===== config.mk =====
export PLATFORM = sky130hd
export DESIGN_NAME = message_deframe_router_core
export DESIGN_NICKNAME = d
export VERILOG_FILES = /design/src/hdl/mdr_pkg.sv /design/src/hdl/mdr_cfg_regs.sv /design/src/hdl/mdr_lookup.sv /design/src/hdl/mdr_parser.sv /design/src/hdl/message_deframe_router_core.sv
export SDC_FILE = /design/constraint.sdc
export NUM_CORES = 1
export LEC_CHECK = 0
export BUFFER_PORTS_ARGS = -buffer_cell sky130_fd_sc_hd__buf_2
export CAP_MARGIN = 20
export CORE_ASPECT_RATIO = 0.8
export CORE_UTILIZATION = 30
export DETAILED_ROUTE_END_ITERATION = 10
export HOLD_SLACK_MARGIN = 0.08
export SETUP_SLACK_MARGIN = 0.5
export SLEW_MARGIN = 20
export SYNTH_ARGS = -nofsm -noshare
export SYNTH_HDL_FRONTEND = slang
export SYNTH_HIERARCHICAL = 1
export SYNTH_SLANG_ARGS = --single-unit

===== constraint.sdc =====
create_clock -name clk -period 8 [get_ports clk]
set_input_delay 0.8 -clock clk [delete_from_list [all_inputs] [get_ports clk]]
set_output_delay 0.8 -clock clk [all_outputs]
set_load 0.03 [all_outputs]

===== src/hdl/mdr_pkg.sv =====
// ----------------------------------------------------------------------------
// mdr_pkg
// Shared types and constants for the message deframe and routing block.
// ----------------------------------------------------------------------------
package mdr_pkg;

  localparam int MaxEntries      = 6;
  localparam int DefTableEntries = 6;

  localparam int IdW    = 16;
  localparam int LenW   = 16;
  localparam int ByteW  = 8;
  localparam int EntryW = 19;
  localparam int KindW  = 2;
  localparam int HdrW   = 24;

  // entry packing
  localparam int EntPrivBit  = 16;
  localparam int EntPubBit   = 17;
  localparam int EntValidBit = 18;

  // configuration port
  localparam int CfgAddrW = 5;
  localparam int CfgDataW = 32;
  localparam int RegIdxW  = CfgAddrW - 2;

  localparam logic [RegIdxW-1:0] REG_SESSION_KIND = RegIdxW'(0);
  localparam logic [RegIdxW-1:0] REG_ENTRY_BASE   = RegIdxW'(1);

  // session kinds
  localparam logic [KindW-1:0] SESS_SYSTEM = 2'd1;
  localparam logic [KindW-1:0] SESS_APP    = 2'd2;

  // header gathering: index of the last header byte
  localparam logic [1:0] HDR_LAST = 2'd3;

  typedef enum logic [2:0] {
    EV_START      = 3'd0,
    EV_BYTE       = 3'd1,
    EV_UNHANDLED  = 3'd2,
    EV_DISALLOWED = 3'd3,
    EV_DROPPED    = 3'd4,
    EV_CLEANED    = 3'd5
  } event_kind_t;

  typedef struct packed {
    logic [KindW-1:0]                   session_kind;
    logic [MaxEntries-1:0][EntryW-1:0]  entry;
  } cfg_t;

  typedef struct packed {
    logic found;
    logic allowed;
  } lookup_t;

endpackage


===== src/hdl/mdr_cfg_regs.sv =====
// ----------------------------------------------------------------------------
// mdr_cfg_regs
// Configuration register file: session kind and the sorted endpoint table.
// ----------------------------------------------------------------------------
module mdr_cfg_regs
  import mdr_pkg::*;
(
  input  logic                clk,
  input  logic                rst_n,
  input  logic                psel,
  input  logic                penable,
  input  logic                pwrite,
  input  logic [CfgAddrW-1:0] paddr,
  input  logic [CfgDataW-1:0] pwdata,
  output logic [CfgDataW-1:0] prdata,
  output cfg_t                cfg
);

  logic [KindW-1:0]  session_r;
  logic [EntryW-1:0] entry_r [MaxEntries];
  logic [RegIdxW-1:0] reg_idx;
  logic               wr_en;

  assign reg_idx = paddr[CfgAddrW-1:2];
  assign wr_en   = psel & penable & pwrite;

  always_ff @(posedge clk) begin
    if (!rst_n) begin
      session_r <= '0;
      for (int i = 0; i < MaxEntries; i++) begin
        entry_r[i] <= '0;
      end
    end else if (wr_en) begin
      if (reg_idx == REG_SESSION_KIND) begin
        session_r <= pwdata[KindW-1:0];
      end
      for (int i = 0; i < MaxEntries; i++) begin
        if (reg_idx == REG_ENTRY_BASE + RegIdxW'(i)) begin
          entry_r[i] <= pwdata[EntryW-1:0];
        end
      end
    end
  end

  always_comb begin
    prdata = '0;
    if (reg_idx == REG_SESSION_KIND) begin
      prdata = CfgDataW'(session_r);
    end
    for (int i = 0; i < MaxEntries; i++) begin
      if (reg_idx == REG_ENTRY_BASE + RegIdxW'(i)) begin
        prdata = CfgDataW'(entry_r[i]);
      end
    end
  end

  always_comb begin
    cfg.session_kind = session_r;
    for (int i = 0; i < MaxEntries; i++) begin
      cfg.entry[i] = entry_r[i];
    end
  end

endmodule


===== src/hdl/mdr_lookup.sv =====
// ----------------------------------------------------------------------------
// mdr_lookup
// Sorted table search with early stop, and access check against the session.
// ----------------------------------------------------------------------------
module mdr_lookup
  import mdr_pkg::*;
#(
  parameter int TABLE_ENTRIES = DefTableEntries
)
(
  input  cfg_t           cfg,
  input  logic [IdW-1:0] ep,
  output lookup_t        res
);

  logic       searching;
  logic [1:0] grant;
  logic [1:0] access;

  always_comb begin
    grant = 2'b00;
    if (cfg.session_kind == SESS_SYSTEM) begin
      grant = 2'b01;
    end else if (cfg.session_kind == SESS_APP) begin
      grant = 2'b10;
    end
  end

  // stop at the first invalid entry or the first id above the one sought
  always_comb begin
    searching = 1'b1;
    res       = '0;
    access    = 2'b00;
    for (int i = 0; i < TABLE_ENTRIES; i++) begin
      if (searching) begin
        if (!cfg.entry[i][EntValidBit] || (cfg.entry[i][IdW-1:0] > ep)) begin
          searching = 1'b0;
        end else if (cfg.entry[i][IdW-1:0] == ep) begin
          searching   = 1'b0;
          access      = cfg.entry[i][EntPubBit:EntPrivBit];
          res.found   = 1'b1;
          res.allowed = |(access & grant);
        end
      end
    end
  end

endmodule


===== src/hdl/mdr_parser.sv =====
// ----------------------------------------------------------------------------
// mdr_parser
// Input register, header/payload parse state and result register.
// ----------------------------------------------------------------------------
module mdr_parser
  import mdr_pkg::*;
#(
  parameter int TABLE_ENTRIES = DefTableEntries
)
(
  input  logic             clk,
  input  logic             rst_n,
  input  cfg_t             cfg,
  input  logic             in_tvalid,
  output logic             in_tready,
  input  logic             in_op,
  input  logic [ByteW-1:0] in_byte,
  input  logic             in_rx_ready,
  output logic             out_tvalid,
  input  logic             out_tready,
  output event_kind_t      out_kind,
  output logic [IdW-1:0]   out_ep,
  output logic [LenW-1:0]  out_len,
  output logic [ByteW-1:0] out_byte,
  output logic             out_last
);

  // input register
  logic             in_valid_r;
  logic             in_op_r;
  logic [ByteW-1:0] in_byte_r;
  logic             in_rx_ready_r;

  // parse state
  logic [1:0]      hcnt_r,   hcnt_nxt;
  logic [HdrW-1:0] hold_r,   hold_nxt;
  logic [LenW-1:0] pay_r,    pay_nxt;
  logic [LenW-1:0] skip_r,   skip_nxt;
  logic            active_r, active_nxt;

  // result register
  logic             out_valid_r;
  event_kind_t      out_kind_r;
  logic [IdW-1:0]   out_ep_r;
  logic [LenW-1:0]  out_len_r;
  logic [ByteW-1:0] out_byte_r;
  logic             out_last_r;

  logic             advance;
  logic             has_res;
  event_kind_t      res_kind;
  logic [IdW-1:0]   res_ep;
  logic [LenW-1:0]  res_len;
  logic [ByteW-1:0] res_byte;
  logic             res_last;
  logic [LenW-1:0]  pay_dec;
  logic [IdW-1:0]   hdr_ep;
  logic [LenW-1:0]  hdr_len;
  lookup_t          look;

  assign advance   = in_valid_r & (~out_valid_r | out_tready);
  assign in_tready = ~in_valid_r | advance;

  assign hdr_len = hold_r[HdrW-1:ByteW];
  assign hdr_ep  = {hold_r[ByteW-1:0], in_byte_r};
  assign pay_dec = pay_r - LenW'(1);

  mdr_lookup #(
    .TABLE_ENTRIES (TABLE_ENTRIES)
  ) u_lookup (
    .cfg (cfg),
    .ep  (hdr_ep),
    .res (look)
  );

  always_comb begin
    hcnt_nxt   = hcnt_r;
    hold_nxt   = hold_r;
    pay_nxt    = pay_r;
    skip_nxt   = skip_r;
    active_nxt = active_r;
    has_res    = 1'b0;
    res_kind   = EV_START;
    res_ep     = '0;
    res_len    = '0;
    res_byte   = '0;
    res_last   = 1'b0;
    if (in_op_r) begin
      // cleanup: drop all parse state, report a live receiver
      hcnt_nxt   = '0;
      hold_nxt   = '0;
      pay_nxt    = '0;
      skip_nxt   = '0;
      active_nxt = 1'b0;
      has_res    = active_r;
      res_kind   = EV_CLEANED;
    end else if (skip_r != '0) begin
      skip_nxt = skip_r - LenW'(1);
    end else if (active_r) begin
      pay_nxt    = pay_dec;
      active_nxt = (pay_dec != '0);
      has_res    = 1'b1;
      res_kind   = EV_BYTE;
      res_byte   = in_byte_r;
      res_last   = (pay_dec == '0);
    end else if (hcnt_r != HDR_LAST) begin
      hold_nxt = {hold_r[HdrW-ByteW-1:0], in_byte_r};
      hcnt_nxt = hcnt_r + 2'd1;
    end else begin
      hcnt_nxt = '0;
      hold_nxt = '0;
      has_res  = 1'b1;
      res_ep   = hdr_ep;
      res_len  = hdr_len;
      if (!look.found) begin
        skip_nxt = hdr_len;
        res_kind = EV_UNHANDLED;
      end else if (!look.allowed) begin
        skip_nxt = hdr_len;
        res_kind = EV_DISALLOWED;
      end else if (!in_rx_ready_r) begin
        skip_nxt = hdr_len;
        res_kind = EV_DROPPED;
      end else if (hdr_len == '0) begin
        res_kind = EV_START;
        res_last = 1'b1;
      end else begin
        active_nxt = 1'b1;
        pay_nxt    = hdr_len;
        res_kind   = EV_START;
      end
    end
  end

  always_ff @(posedge clk) begin
    if (!rst_n) begin
      in_valid_r  <= 1'b0;
      out_valid_r <= 1'b0;
      hcnt_r      <= '0;
      hold_r      <= '0;
      pay_r       <= '0;
      skip_r      <= '0;
      active_r    <= 1'b0;
    end else begin
      if (in_tready) begin
        in_valid_r <= in_tvalid;
      end
      if (advance) begin
        out_valid_r <= has_res;
        hcnt_r      <= hcnt_nxt;
        hold_r      <= hold_nxt;
        pay_r       <= pay_nxt;
        skip_r      <= skip_nxt;
        active_r    <= active_nxt;
      end else if (out_tready) begin
        out_valid_r <= 1'b0;
      end
    end
  end

  // payload registers: no reset
  always_ff @(posedge clk) begin
    if (in_tready && in_tvalid) begin
      in_op_r       <= in_op;
      in_byte_r     <= in_byte;
      in_rx_ready_r <= in_rx_ready;
    end
    if (advance && has_res) begin
      out_kind_r <= res_kind;
      out_ep_r   <= res_ep;
      out_len_r  <= res_len;
      out_byte_r <= res_byte;
      out_last_r <= res_last;
    end
  end

  assign out_tvalid = out_valid_r;
  assign out_kind   = out_kind_r;
  assign out_ep     = out_ep_r;
  assign out_len    = out_len_r;
  assign out_byte   = out_byte_r;
  assign out_last   = out_last_r;

  a_skip_excl_active : assert property (@(posedge clk) disable iff (!rst_n)
    (skip_r != '0) |-> !active_r)
    else $error("skip and active receiver at once");

  a_active_has_bytes : assert property (@(posedge clk) disable iff (!rst_n)
    active_r |-> (pay_r != '0))
    else $error("active receiver with no bytes left");

  a_header_idle : assert property (@(posedge clk) disable iff (!rst_n)
    (hcnt_r != '0) |-> ((skip_r == '0) && !active_r))
    else $error("header gathering during payload");

  a_byte_emitted : assert property (@(posedge clk) disable iff (!rst_n)
    (advance && !in_op_r && (skip_r == '0) && active_r)
      |=> (out_valid_r && (out_kind_r == EV_BYTE)))
    else $error("payload word not emitted");

endmodule


===== src/hdl/message_deframe_router_core.sv =====
// ----------------------------------------------------------------------------
// message_deframe_router_core
// Byte-stream deframer: 4-byte header, endpoint table lookup, payload routing.
// ----------------------------------------------------------------------------
// An accepted input word passes the input register, then the result register.
// Throughput: one word per cycle unless out_tready stalls (parse-state loop).
// in_tready stays high while the result register is free or being drained.
// Reset (rst_n, synchronous): clears parse state, config regs and both valids.
// ----------------------------------------------------------------------------
module message_deframe_router_core
  import mdr_pkg::*;
#(
  parameter int TABLE_ENTRIES = DefTableEntries
)
(
  input  logic                clk,
  input  logic                rst_n,
  // in_tdata: [7:0] data_byte, [8] receiver_ready, [15:9] zero
  input  logic                in_tvalid,
  output logic                in_tready,
  input  logic [15:0]         in_tdata,
  // in_tuser: [0] operation
  input  logic                in_tuser,
  // out_tdata: [15:0] endpoint_number, [31:16] message_length,
  //            [39:32] payload_byte
  output logic                out_tvalid,
  input  logic                out_tready,
  output logic [39:0]         out_tdata,
  // out_tuser: [2:0] event_kind
  output logic [2:0]          out_tuser,
  output logic                out_tlast,
  input  logic                cfg_psel,
  input  logic                cfg_penable,
  input  logic                cfg_pwrite,
  input  logic [CfgAddrW-1:0] cfg_paddr,
  input  logic [CfgDataW-1:0] cfg_pwdata,
  output logic [CfgDataW-1:0] cfg_prdata,
  output logic                cfg_pready
);

  cfg_t             cfg;
  event_kind_t      kind;
  logic [IdW-1:0]   ep;
  logic [LenW-1:0]  len;
  logic [ByteW-1:0] pbyte;

  assign cfg_pready = 1'b1;

  mdr_cfg_regs u_cfg_regs (
    .clk     (clk),
    .rst_n   (rst_n),
    .psel    (cfg_psel),
    .penable (cfg_penable),
    .pwrite  (cfg_pwrite),
    .paddr   (cfg_paddr),
    .pwdata  (cfg_pwdata),
    .prdata  (cfg_prdata),
    .cfg     (cfg)
  );

  mdr_parser #(
    .TABLE_ENTRIES (TABLE_ENTRIES)
  ) u_parser (
    .clk         (clk),
    .rst_n       (rst_n),
    .cfg         (cfg),
    .in_tvalid   (in_tvalid),
    .in_tready   (in_tready),
    .in_op       (in_tuser),
    .in_byte     (in_tdata[ByteW-1:0]),
    .in_rx_ready (in_tdata[ByteW]),
    .out_tvalid  (out_tvalid),
    .out_tready  (out_tready),
    .out_kind    (kind),
    .out_ep      (ep),
    .out_len     (len),
    .out_byte    (pbyte),
    .out_last    (out_tlast)
  );

  assign out_tdata = {pbyte, len, ep};
  assign out_tuser = kind;

endmodule

======== After elaboration in Yosys (flattened, before gate mapping) ========
Memories as Yosys holds them, arrays and structs flattened.
Cells that the tools add are included.
storage, ports and cells
  bits in registers ....................... 117
  bits in writable memories ............... 114
  input port bits ......................... 61
  output and inout port bits .............. 79
  memories ................................ 1
cells by class
  $add $sub $neg .......................... 3
  $lt $le $gt $ge ......................... 6
  eq/ne operators ......................... 22
  mux-type cells .......................... 120
  bitwise logic cells ..................... 20
  reduce and logical (&&, ||, !) cells .... 37
memory list
  name                depth  bits a word  read ports  clocked after Yosys merged registers in  wr ports  RTL line            RTL
  u_cfg_regs.entry_r  6      19           6           0                                        6         mdr_cfg_regs.sv:20  logic [EntryW-1:0] entry_r [MaxEntries];
operator list
  kind                   count
  $mux 16                15
  $mux 19                12
  $eq 16x16->1           6
  $gt 16x16->1           6
  $mux 24                4
  $mux 1                 59
  $mux 2                 24
  $logic_not 16->1       2
  $reduce_bool 16->1     2
  $sub 16x1->16 const B  2
  $mux 3                 6
  $reduce_or 2->1        7
  $and 2x2->2            6
  $eq 3x3->1 const B     3
  $ne 3x1->1 const B     3
  $reduce_bool 3->1      3
  $or 1x1->1             8
  $reduce_and 7->1       1
  $eq 3x2->1 const B     2
  $logic_not 1->1        6
  $logic_or 1x1->1       6
  $ne 5x4->1 const B     1
  $ne 2x1->1 const B     2
  $reduce_and 2->1       2
  15 further kinds       20

======== Depth between registers and ports, before layout ========
Gate-level depths: netlist of run 1.
  word-level depth ........................ 28
  gate-level depth with buffers ........... 16
  gate-level depth less buffers ........... 15

======== Modules after synthesis ========
Netlist of run 1, hierarchy kept.
by module, submodules not included
  module                       times used  cells each  area an instance (um^2)  seq. area each (um^2)
  mdr_parser                   1           582         5,506.5                  2,842.7
  mdr_cfg_regs                 1           438         5,436.5                  3,463.3
  mdr_lookup                   1           277         2,296.0                  0.0
  message_deframe_router_core  1           2           11.3                     0.0

======== Worst setup path before layout of run 1 ========
OpenSTA, ideal clock, no wires.
  kind .................................... register to register
  from .................................... register u_parser.skip_r[0]
  to ...................................... register u_parser.out_byte_r[0] (netlist: u_parser/out_byte[0]), enable pin
  setup time .............................. 0.502 ns
  arrival time ............................ 4.529 ns
  required time ........................... 7.498 ns
  setup slack ............................. 2.969 ns
  cell stages (with the launch flop) ...... 7
  buffers on the path ..................... 0
  clock period less this slack ............ 5.031 ns
  cells stage by stage .................... dfxtp_1 > inv_1 > ha_1 > or4b_2 > nor2_1 > a21oi_1 > nor3_1
on the way
  longest elaborated chain between the ends .. 4
ends and longest elaborated chain
  item                    RTL line           RTL
  from (decl)             mdr_parser.sv:38   logic [LenW-1:0] skip_r, skip_nxt;
  from (signal assigned)  mdr_parser.sv:153  skip_r <= skip_nxt;
  $reduce_bool 16->1      mdr_parser.sv:97   end else if (skip_r != '0) begin
  $mux 1                  mdr_parser.sv:97
  $mux 1                  mdr_parser.sv:88   if (in_op_r) begin
  $logic_and 1x1->1       mdr_parser.sv:168  if (advance && has_res) begin
  to (signal assigned)    mdr_parser.sv:172  out_byte_r <= res_byte;
  to (decl)               mdr_parser.sv:46   logic [ByteW-1:0] out_byte_r;
Every way passes these cells.
A chain may end at the register's enable or synchronous reset.

==> results of run 1 <==
==> logic make-up after synthesis <==
kind of cell    after synthesis  share of synthesized area, %
simple gates                521                          19.4
compound gates              259                          13.7
flops                       231                          47.6
buf+inv                     124                          4.93
fa+ha+maj                   101                          9.54
mux                          48                          3.98
xor+xnor                     13                         0.859
other cells                   2                        0.0567
==> placed cells by master (no fill, tap or decap), drive strengths merged, types with 40 or more instances in the layout <==
master / instances
and3: 44
buf: 122
nor2: 178
o21ai: 46
nand3: 44
dfxtp: 63
a21oi: 71
ha: 101
clkbuf: 40
nand2: 102
edfxtp: 168
==> registers in the layout, summed over array words and instances (netlist names), 2 cells and up <==
signal and cells:
u_cfg_regs/entry_r 114, u_cfg_regs/session_r 2, u_parser/hcnt_r 2, u_parser/hold_r 24, u_parser/in_byte_r 8, u_parser/out_byte 8
u_parser/out_ep 16, u_parser/out_kind 3, u_parser/out_len 16, u_parser/pay_r 16, u_parser/skip_r 16
==> final timing paths <==
check,start,to,slack [ps],cells past startpoint
setup reg to reg,u_parser/in_byte_r[7],u_parser/skip_r[3],3240,15
hold / removal,in_tuser,u_parser/in_op_r,420,1
setup / recovery,u_parser/in_byte_r[7],u_parser/skip_r[3],3240,15
hold reg to reg,u_parser/hcnt_r[0],u_parser/hcnt_r[0],480,2
==> final cells by class <==
type | instances | area share (%)
Clock buffer | 40 | 5.28
Clock inverter | 10 | 0.523
Inverter | 34 | 0.848
Multi-Input combinational cell | 956 | 42.5
Sequential cell | 231 | 41.9
Tap cell | 560 | 4.65
Timing Repair Buffer | 122 | 4.37
==> stage by stage <==
step                area, sq um  std cells
global route              15100       1953
detailed placement        14200       1903
global placement          14200       1903
floorplan                 13300       1311
CTS                       15100       1953
finish                    15100       1953
==> report_power, final <==
group / switching (mW) / internal, mW / leakage [nW]
Sequential: 0.0439 / 1.32 / 2.04
Combinational: 0.311 / 0.149 / 3.05
Clock: 0.503 / 0.716 / 0.433
==> metal layers <==
metal,GRT usage (%),up-vias
met5,0,-
met3,3.45,44
met4,4.20,0
met1,26.3,5104
li1,-,4951
met2,25.4,462
==> worst max-delay path, delay by kind of cell, from the launching register on <==
kind,cells,cell delay (ps)
compound gates,9,1970
simple gates,4,1550
flops,1,520
fa+ha+maj,1,360
buf+inv,1,260
==> results by group, run 1 <==
Clock tree
  – Clock tree from TritonCTS: done
  – Skew-Pair Late Insertion Delay: 550 ps
  – H-tree depth: 1
  – Maximum count of clock buffers along a single path: 3
  – Number of setup buffers added after CTS: 0
  – CTS resizes: 0
  – Number of sinks on the clock net: 231
  – Worst-path clk slew: 60 ps
  – Post-cts hold buffer count: 0
  – TritonCTS buffer count: 27
  – Root Buffer Master: sky130_fd_sc_hd__clkbuf_16

Setup path
  – Library cell appearing most often on the critical path: sky130_fd_sc_hd__a31o_2
  – Critical path's largest stage delay: 760 ps
  – Top fanout value on the critical path: 23
  – Arrival @ worst endpoint: 5230 ps
  – Critical path capture point type: flop
  – Required @ worst endpoint: 8480 ps
  – Critical path, cell by cell: inv_1 -> ha_1 -> nand2_1 -> or4_2 -> a211o_1 -> o2111ai_1 -> a31o_2 -> a21o_2 -> o211ai_1 -> nand3_1 -> a21oi_1 -> a31o_2 -> nor2_1 -> o21ai_0 -> a21boi_0
  – Kind of critical path: reg2reg
  – Setup crit start kind: flop
  – Cell type of the slowest stage on the worst timing path: sky130_fd_sc_hd__or4_2

Global route
  – Via count of the first global-routing pass: 9829
  – Number of antenna violations at the first check in global routing: 0
  – Total congestion overflow after global routing: 0
  – Maximum number of pins on one net before global-route repair: 79
  – All-Layer GR Usage: 17.5%
  – First-pass GRT wire length: 60300 um

Min path
  – Min-Delay Path Class: in2reg

Floorplan
  – Die extent in y: 190 um
  – Core Rows: 68
  – Placeable Area: 43300 sq um
  – Die area: 45000 sq um
  – Initial core utilization: 30.6%
  – Boundary pin count: 140
  – Floorplan die width: 237 um

Yosys
  – Area leader, netlist: sky130_fd_sc_hd__edfxtp_1
  – Total standard cell area after synthesis: 13300 sq um
  – Post-synth ARST share: 0%
  – Commonest cells post-synth: sky130_fd_sc_hd__nor2_1, sky130_fd_sc_hd__edfxtp_1, sky130_fd_sc_hd__ha_1, sky130_fd_sc_hd__nand2_1, sky130_fd_sc_hd__a21oi_1
  – Post-synth cell types: 87
  – Part of the Yosys area used for sequential elements: 47.6%
  – Number of warnings printed during yosys synthesis: 6
  – Cell types occupying the most area after synthesis: sky130_fd_sc_hd__edfxtp_1, sky130_fd_sc_hd__ha_1, sky130_fd_sc_hd__dfxtp_1, sky130_fd_sc_hd__nor2_1, sky130_fd_sc_hd__nand2_1
  – Leading register cell type out of synthesis: sky130_fd_sc_hd__edfxtp_1
  – Most common cell in the synthesized netlist: sky130_fd_sc_hd__nor2_1
  – Post-Syn Area per Cell: 10.2 sq um
  – Count of flip-flops with a built-in enable after synthesis: 168
  – Number of instances in the synthesized netlist: 1299
  – Area share of the leading cell type in the synthesized netlist: 38.1%
  – Number of register bits inferred by synthesis: 231

Place
  – RePlAce Congestion: 0.864
  – HPWL Detailed: 28000 um
  – Placement Setup Slack: 3300 ps
  – Buffers on Ports: 103

Drt
  – Length of routed met3 wiring: 3500 um
  – Routed vias: 10561
  – DRC marker count from the first detailed-route iteration: 1119
  – Detailed-routing wirelength on met1: 19100 um
  – DR top layer: met4
  – DRC violations left: 0
  – Via density: 5.41
  – Sum of routed wire length over all layers: 40200 um
  – Per-cell routed wire length: 20.6 um
  – Count of TritonRoute iterations in the first routing pass: 5
  – Amount of wire on met2 after detailed routing: 16900 um
  – Remaining number of nets flagged by the antenna check after routing: 0

Pwr
  – Post-layout power: 3.05 mW
  – Worst IR drop on VDD: 0.134 mV
  – Leakage: 5.52 nW
  – Power per cell area: 202 nW/um^2

STA
  – Worst clock skew: 9.66 ps
  – Final setup TNS: 0 ps
  – Setup repair after global routing missed its margin: false
  – Number of hold violations in the final report: 0
  – Final number of max-transition violations: 0
  – Period utilization: 59.5%
  – Total setup violations reported at the end of the flow: 0
  – Max-slew headroom: 31.0%
  – Worst slack on hold paths: 421 ps
  – Worst-margin pin slew: 1030 ps
  – Achievable clock frequency: 210 MHz
  – Worst-case setup margin in the final layout: 3240 ps
  – Time the worst path needs with I/O delays and setup: 4760 ps

Cells and area
  – Fillers: 4345
  – Signed area change from the synthesized netlist to the final layout: 13.6%
  – Fraction of layout instances using a drive strength above 1: 15.7%
  – Area occupied by registers: 6310 sq um
  – Net count, final: 1534
  – Number of diodes: 0
  – Core occupancy in the finished layout: 34.8%
  – Area of the multi-input gates: 6390 sq um

Run
  – Maximum capacitance violations: 0

Status
  – Run status: completed
Note: power is estimated with default switching activity, not from simulation.
==> inputs of run 2 (changes only) <==
- clock period: 8 -> 4.2 ns (I/O delays scaled with it)
==> results by group, run 2 (synthesis results as in run 1) <==
Status
  – Run status: completed (unchanged)

Drt
  – Detailed-routing wirelength on met1: 19500 um (was 19100 um)
  – Via density: 5.40 (was 5.41)
  – Remaining number of nets flagged by the antenna check after routing: 0 (unchanged)
  – Amount of wire on met2 after detailed routing: 18200 um (was 16900 um)
  – DRC violations left: 0 (unchanged)
  – Length of routed met3 wiring: 3190 um (was 3500 um)
  – Sum of routed wire length over all layers: 41800 um (was 40200 um)
  – Count of TritonRoute iterations in the first routing pass: 7 (was 5)
  – Routed vias: 11023 (was 10561)
  – Per-cell routed wire length: 20.5 um (was 20.6 um)
  – DRC marker count from the first detailed-route iteration: 1018 (was 1119)
  – DR top layer: met4 (unchanged)

Cells and area
  – Number of diodes: 0 (unchanged)
  – Most used cells in the layout excluding fill and tap cells: sky130_fd_sc_hd__nor2_1, sky130_fd_sc_hd__edfxtp_1, sky130_fd_sc_hd__buf_2 (unchanged)
  – Number of standard cells in the layout, taps in and fillers out: 2041 (was 1953)
  – Net count, final: 1622 (was 1534)
  – Largest register FFs: 114 (unchanged)
  – Fillers: 4283 (was 4345)
  – Signed area change from the synthesized netlist to the final layout: 22.3% (was 13.6%)
  – Commonest non-fill, non-tap cell in the layout: sky130_fd_sc_hd__nor2_1 (unchanged)
  – Final std cell area, no fill: 16200 sq um (was 15100 sq um)
  – Largest regs: u_cfg_regs/entry_r x114, u_parser/hold_r x24 (unchanged)
  – Fraction of layout instances using a drive strength above 1: 22.6% (was 15.7%)
  – Largest reg by FF count: u_cfg_regs/entry_r (unchanged)
  – Core occupancy in the finished layout: 37.4% (was 34.8%)

Place
  – Placement Setup Slack: -115 ps (was 3300 ps)
  – Post-detailed-placement cell area: 14700 sq um (was 14200 sq um)
  – HPWL Detailed: 29500 um (was 28000 um)
  – Buffers on Ports: 103 (unchanged)
  – Post-placement cell count: 1958 (was 1903)
  – RePlAce Congestion: 0.924 (was 0.864)

Floorplan
  – Die extent in y: 190 um (unchanged)
  – Core Rows: 68 (unchanged)
  – Die area: 45000 sq um (unchanged)
  – Floorplan die width: 237 um (unchanged)
  – Boundary pin count: 140 (unchanged)
  – Initial core utilization: 30.6% (unchanged)
  – Placeable Area: 43300 sq um (unchanged)

Pwr
  – Leakage: 6.07 nW (was 5.52 nW)
  – Power per cell area: 369 nW/um^2 (was 202 nW/um^2)
  – Post-layout power: 5.98 mW (was 3.05 mW)
  – Worst IR drop on VDD: 0.247 mV (was 0.134 mV)

STA
  – Final number of max-transition violations: 0 (unchanged)
  – Setup repair after global routing missed its margin: true (was false)
  – Time the worst path needs with I/O delays and setup: 4060 ps (was 4760 ps)
  – Max-slew headroom: 42.2% (was 31.0%)
  – Total setup violations reported at the end of the flow: 0 (unchanged)
  – Number of hold violations in the final report: 0 (unchanged)
  – Period utilization: 96.6% (was 59.5%)
  – Worst-case setup margin in the final layout: 141 ps (was 3240 ps)
  – Achievable clock frequency: 246 MHz (was 210 MHz)
  – Worst-margin pin slew: 867 ps (was 1030 ps)
  – Worst clock skew: 22.2 ps (was 9.66 ps)

Setup path
  – Critical R2R Launch: u_parser/in_byte_r[1] (was u_parser/in_byte_r[7])
  – Timing startpoint of the critical path: u_parser/in_byte_r[1] (was u_parser/in_byte_r[7])
  – Setup crit start kind: flop (unchanged)
  – Arrival @ worst endpoint: 4500 ps (was 5230 ps)
  – Critical path capture point type: flop (unchanged)
  – Required @ worst endpoint: 4640 ps (was 8480 ps)
  – Kind of critical path: reg2reg (unchanged)
  – Top fanout value on the critical path: 6 (was 23)

Clock tree
  – Clock tree from TritonCTS: done (unchanged)
  – Skew-Pair Late Insertion Delay: 560 ps (was 550 ps)
  – Root Buffer Master: sky130_fd_sc_hd__clkbuf_16 (unchanged)
  – H-tree depth: 1 (unchanged)
  – Worst-path clk slew: 60 ps (about the same)
  – Number of sinks on the clock net: 231 (unchanged)
  – Maximum count of clock buffers along a single path: 3 (unchanged)
  – TritonCTS buffer count: 27 (unchanged)

Min path
  – Min-Delay Path Class: in2reg (unchanged)
  – Hold_sp: in_tvalid (was in_tuser)

Global route
  – First-pass GRT wire length: 63200 um (was 60300 um)
  – All-Layer GR Usage: 18.2% (was 17.5%)
  – Number of antenna violations at the first check in global routing: 0 (unchanged)
  – Total congestion overflow after global routing: 0 (unchanged)
  – Maximum number of pins on one net before global-route repair: 47 (was 79)
  – Via count of the first global-routing pass: 10388 (was 9829)

Run
  – Maximum capacitance violations: 0 (unchanged)
==> run 2: layout make-up <==
cell class              instances  area [sq um]  share of cell area, %
multi-input cells             956          6680                   41.2
flip-flops and latches        231          6310                   38.9
repair buffers                210          1500                   9.24
clock buffers                  37           753                   4.65
well taps                     560           701                   4.32
clock inverters                13           133                  0.818
inverters                      34           128                  0.788
==> run 2: metrics by stage <==
| step | setup TNS, ps | hold slack [ps] |
|---|---|---|
| final | 0 | 119 |
| after global routing | 0 | 105 |
| after CTS | 0 | 84.3 |
| after detailed placement | -564 | 480 |
| after global placement | -1.61 | 470 |
| after floorplan | 0 | 444 |
==> run 2: worst paths after layout <==
check | to | slack (ps) | depth (start not counted)
max | u_parser/pay_r[10] | 140 | 19
min | u_parser/in_valid_r | 120 | 3
max reg2reg | u_parser/pay_r[10] | 140 | 19
min reg2reg | u_parser/skip_r[1] | 480 | 2
==> run 2: report_power, final <==
group          leakage (nW)  internal, mW  switching (mW)  total (mW)
combinational          3.61         0.375           0.653        1.03
clock                 0.422          1.38           0.978        2.36
sequential             2.04          2.52          0.0683        2.59
==> run 2: metal layers <==
layer | global-route usage (%) | vias to the layer above
met3 | 3.11 | 60
met1 | 26.8 | 5389
met2 | 27.6 | 449
li1 | - | 5125
met5 | 0 | -
met4 | 4.50 | 0
==> run 2: what timing repair did <==
item / CTS / global route
buffers inserted: 12 / 7
hold buffers: 10 / 0
gates resized for setup: 58 / 22
endpoints found under the hold margin: 10 / 0
endpoints found under the setup margin: 35 / 36
pin swaps: 26 / 7
cloned: 3 / 1
==> run 2: worst max-delay path: stages (launching register included) <==
cell and delay [ps]:
sky130_fd_sc_hd__edfxtp_1 490, sky130_fd_sc_hd__inv_2 160, sky130_fd_sc_hd__ha_4 210, sky130_fd_sc_hd__nor2b_1 120, sky130_fd_sc_hd__o211ai_1 290, sky130_fd_sc_hd__buf_4 180, sky130_fd_sc_hd__a2111o_1 140, sky130_fd_sc_hd__nand4_2 150
sky130_fd_sc_hd__or4_4 490, sky130_fd_sc_hd__or3_4 400, sky130_fd_sc_hd__o311ai_4 90, sky130_fd_sc_hd__buf_6 150, sky130_fd_sc_hd__and3_4 170, sky130_fd_sc_hd__nand3_4 90, sky130_fd_sc_hd__a211oi_4 250, sky130_fd_sc_hd__buf_4 150
sky130_fd_sc_hd__buf_6 120, sky130_fd_sc_hd__buf_12 100, sky130_fd_sc_hd__buf_16 110, sky130_fd_sc_hd__o21ai_1 60
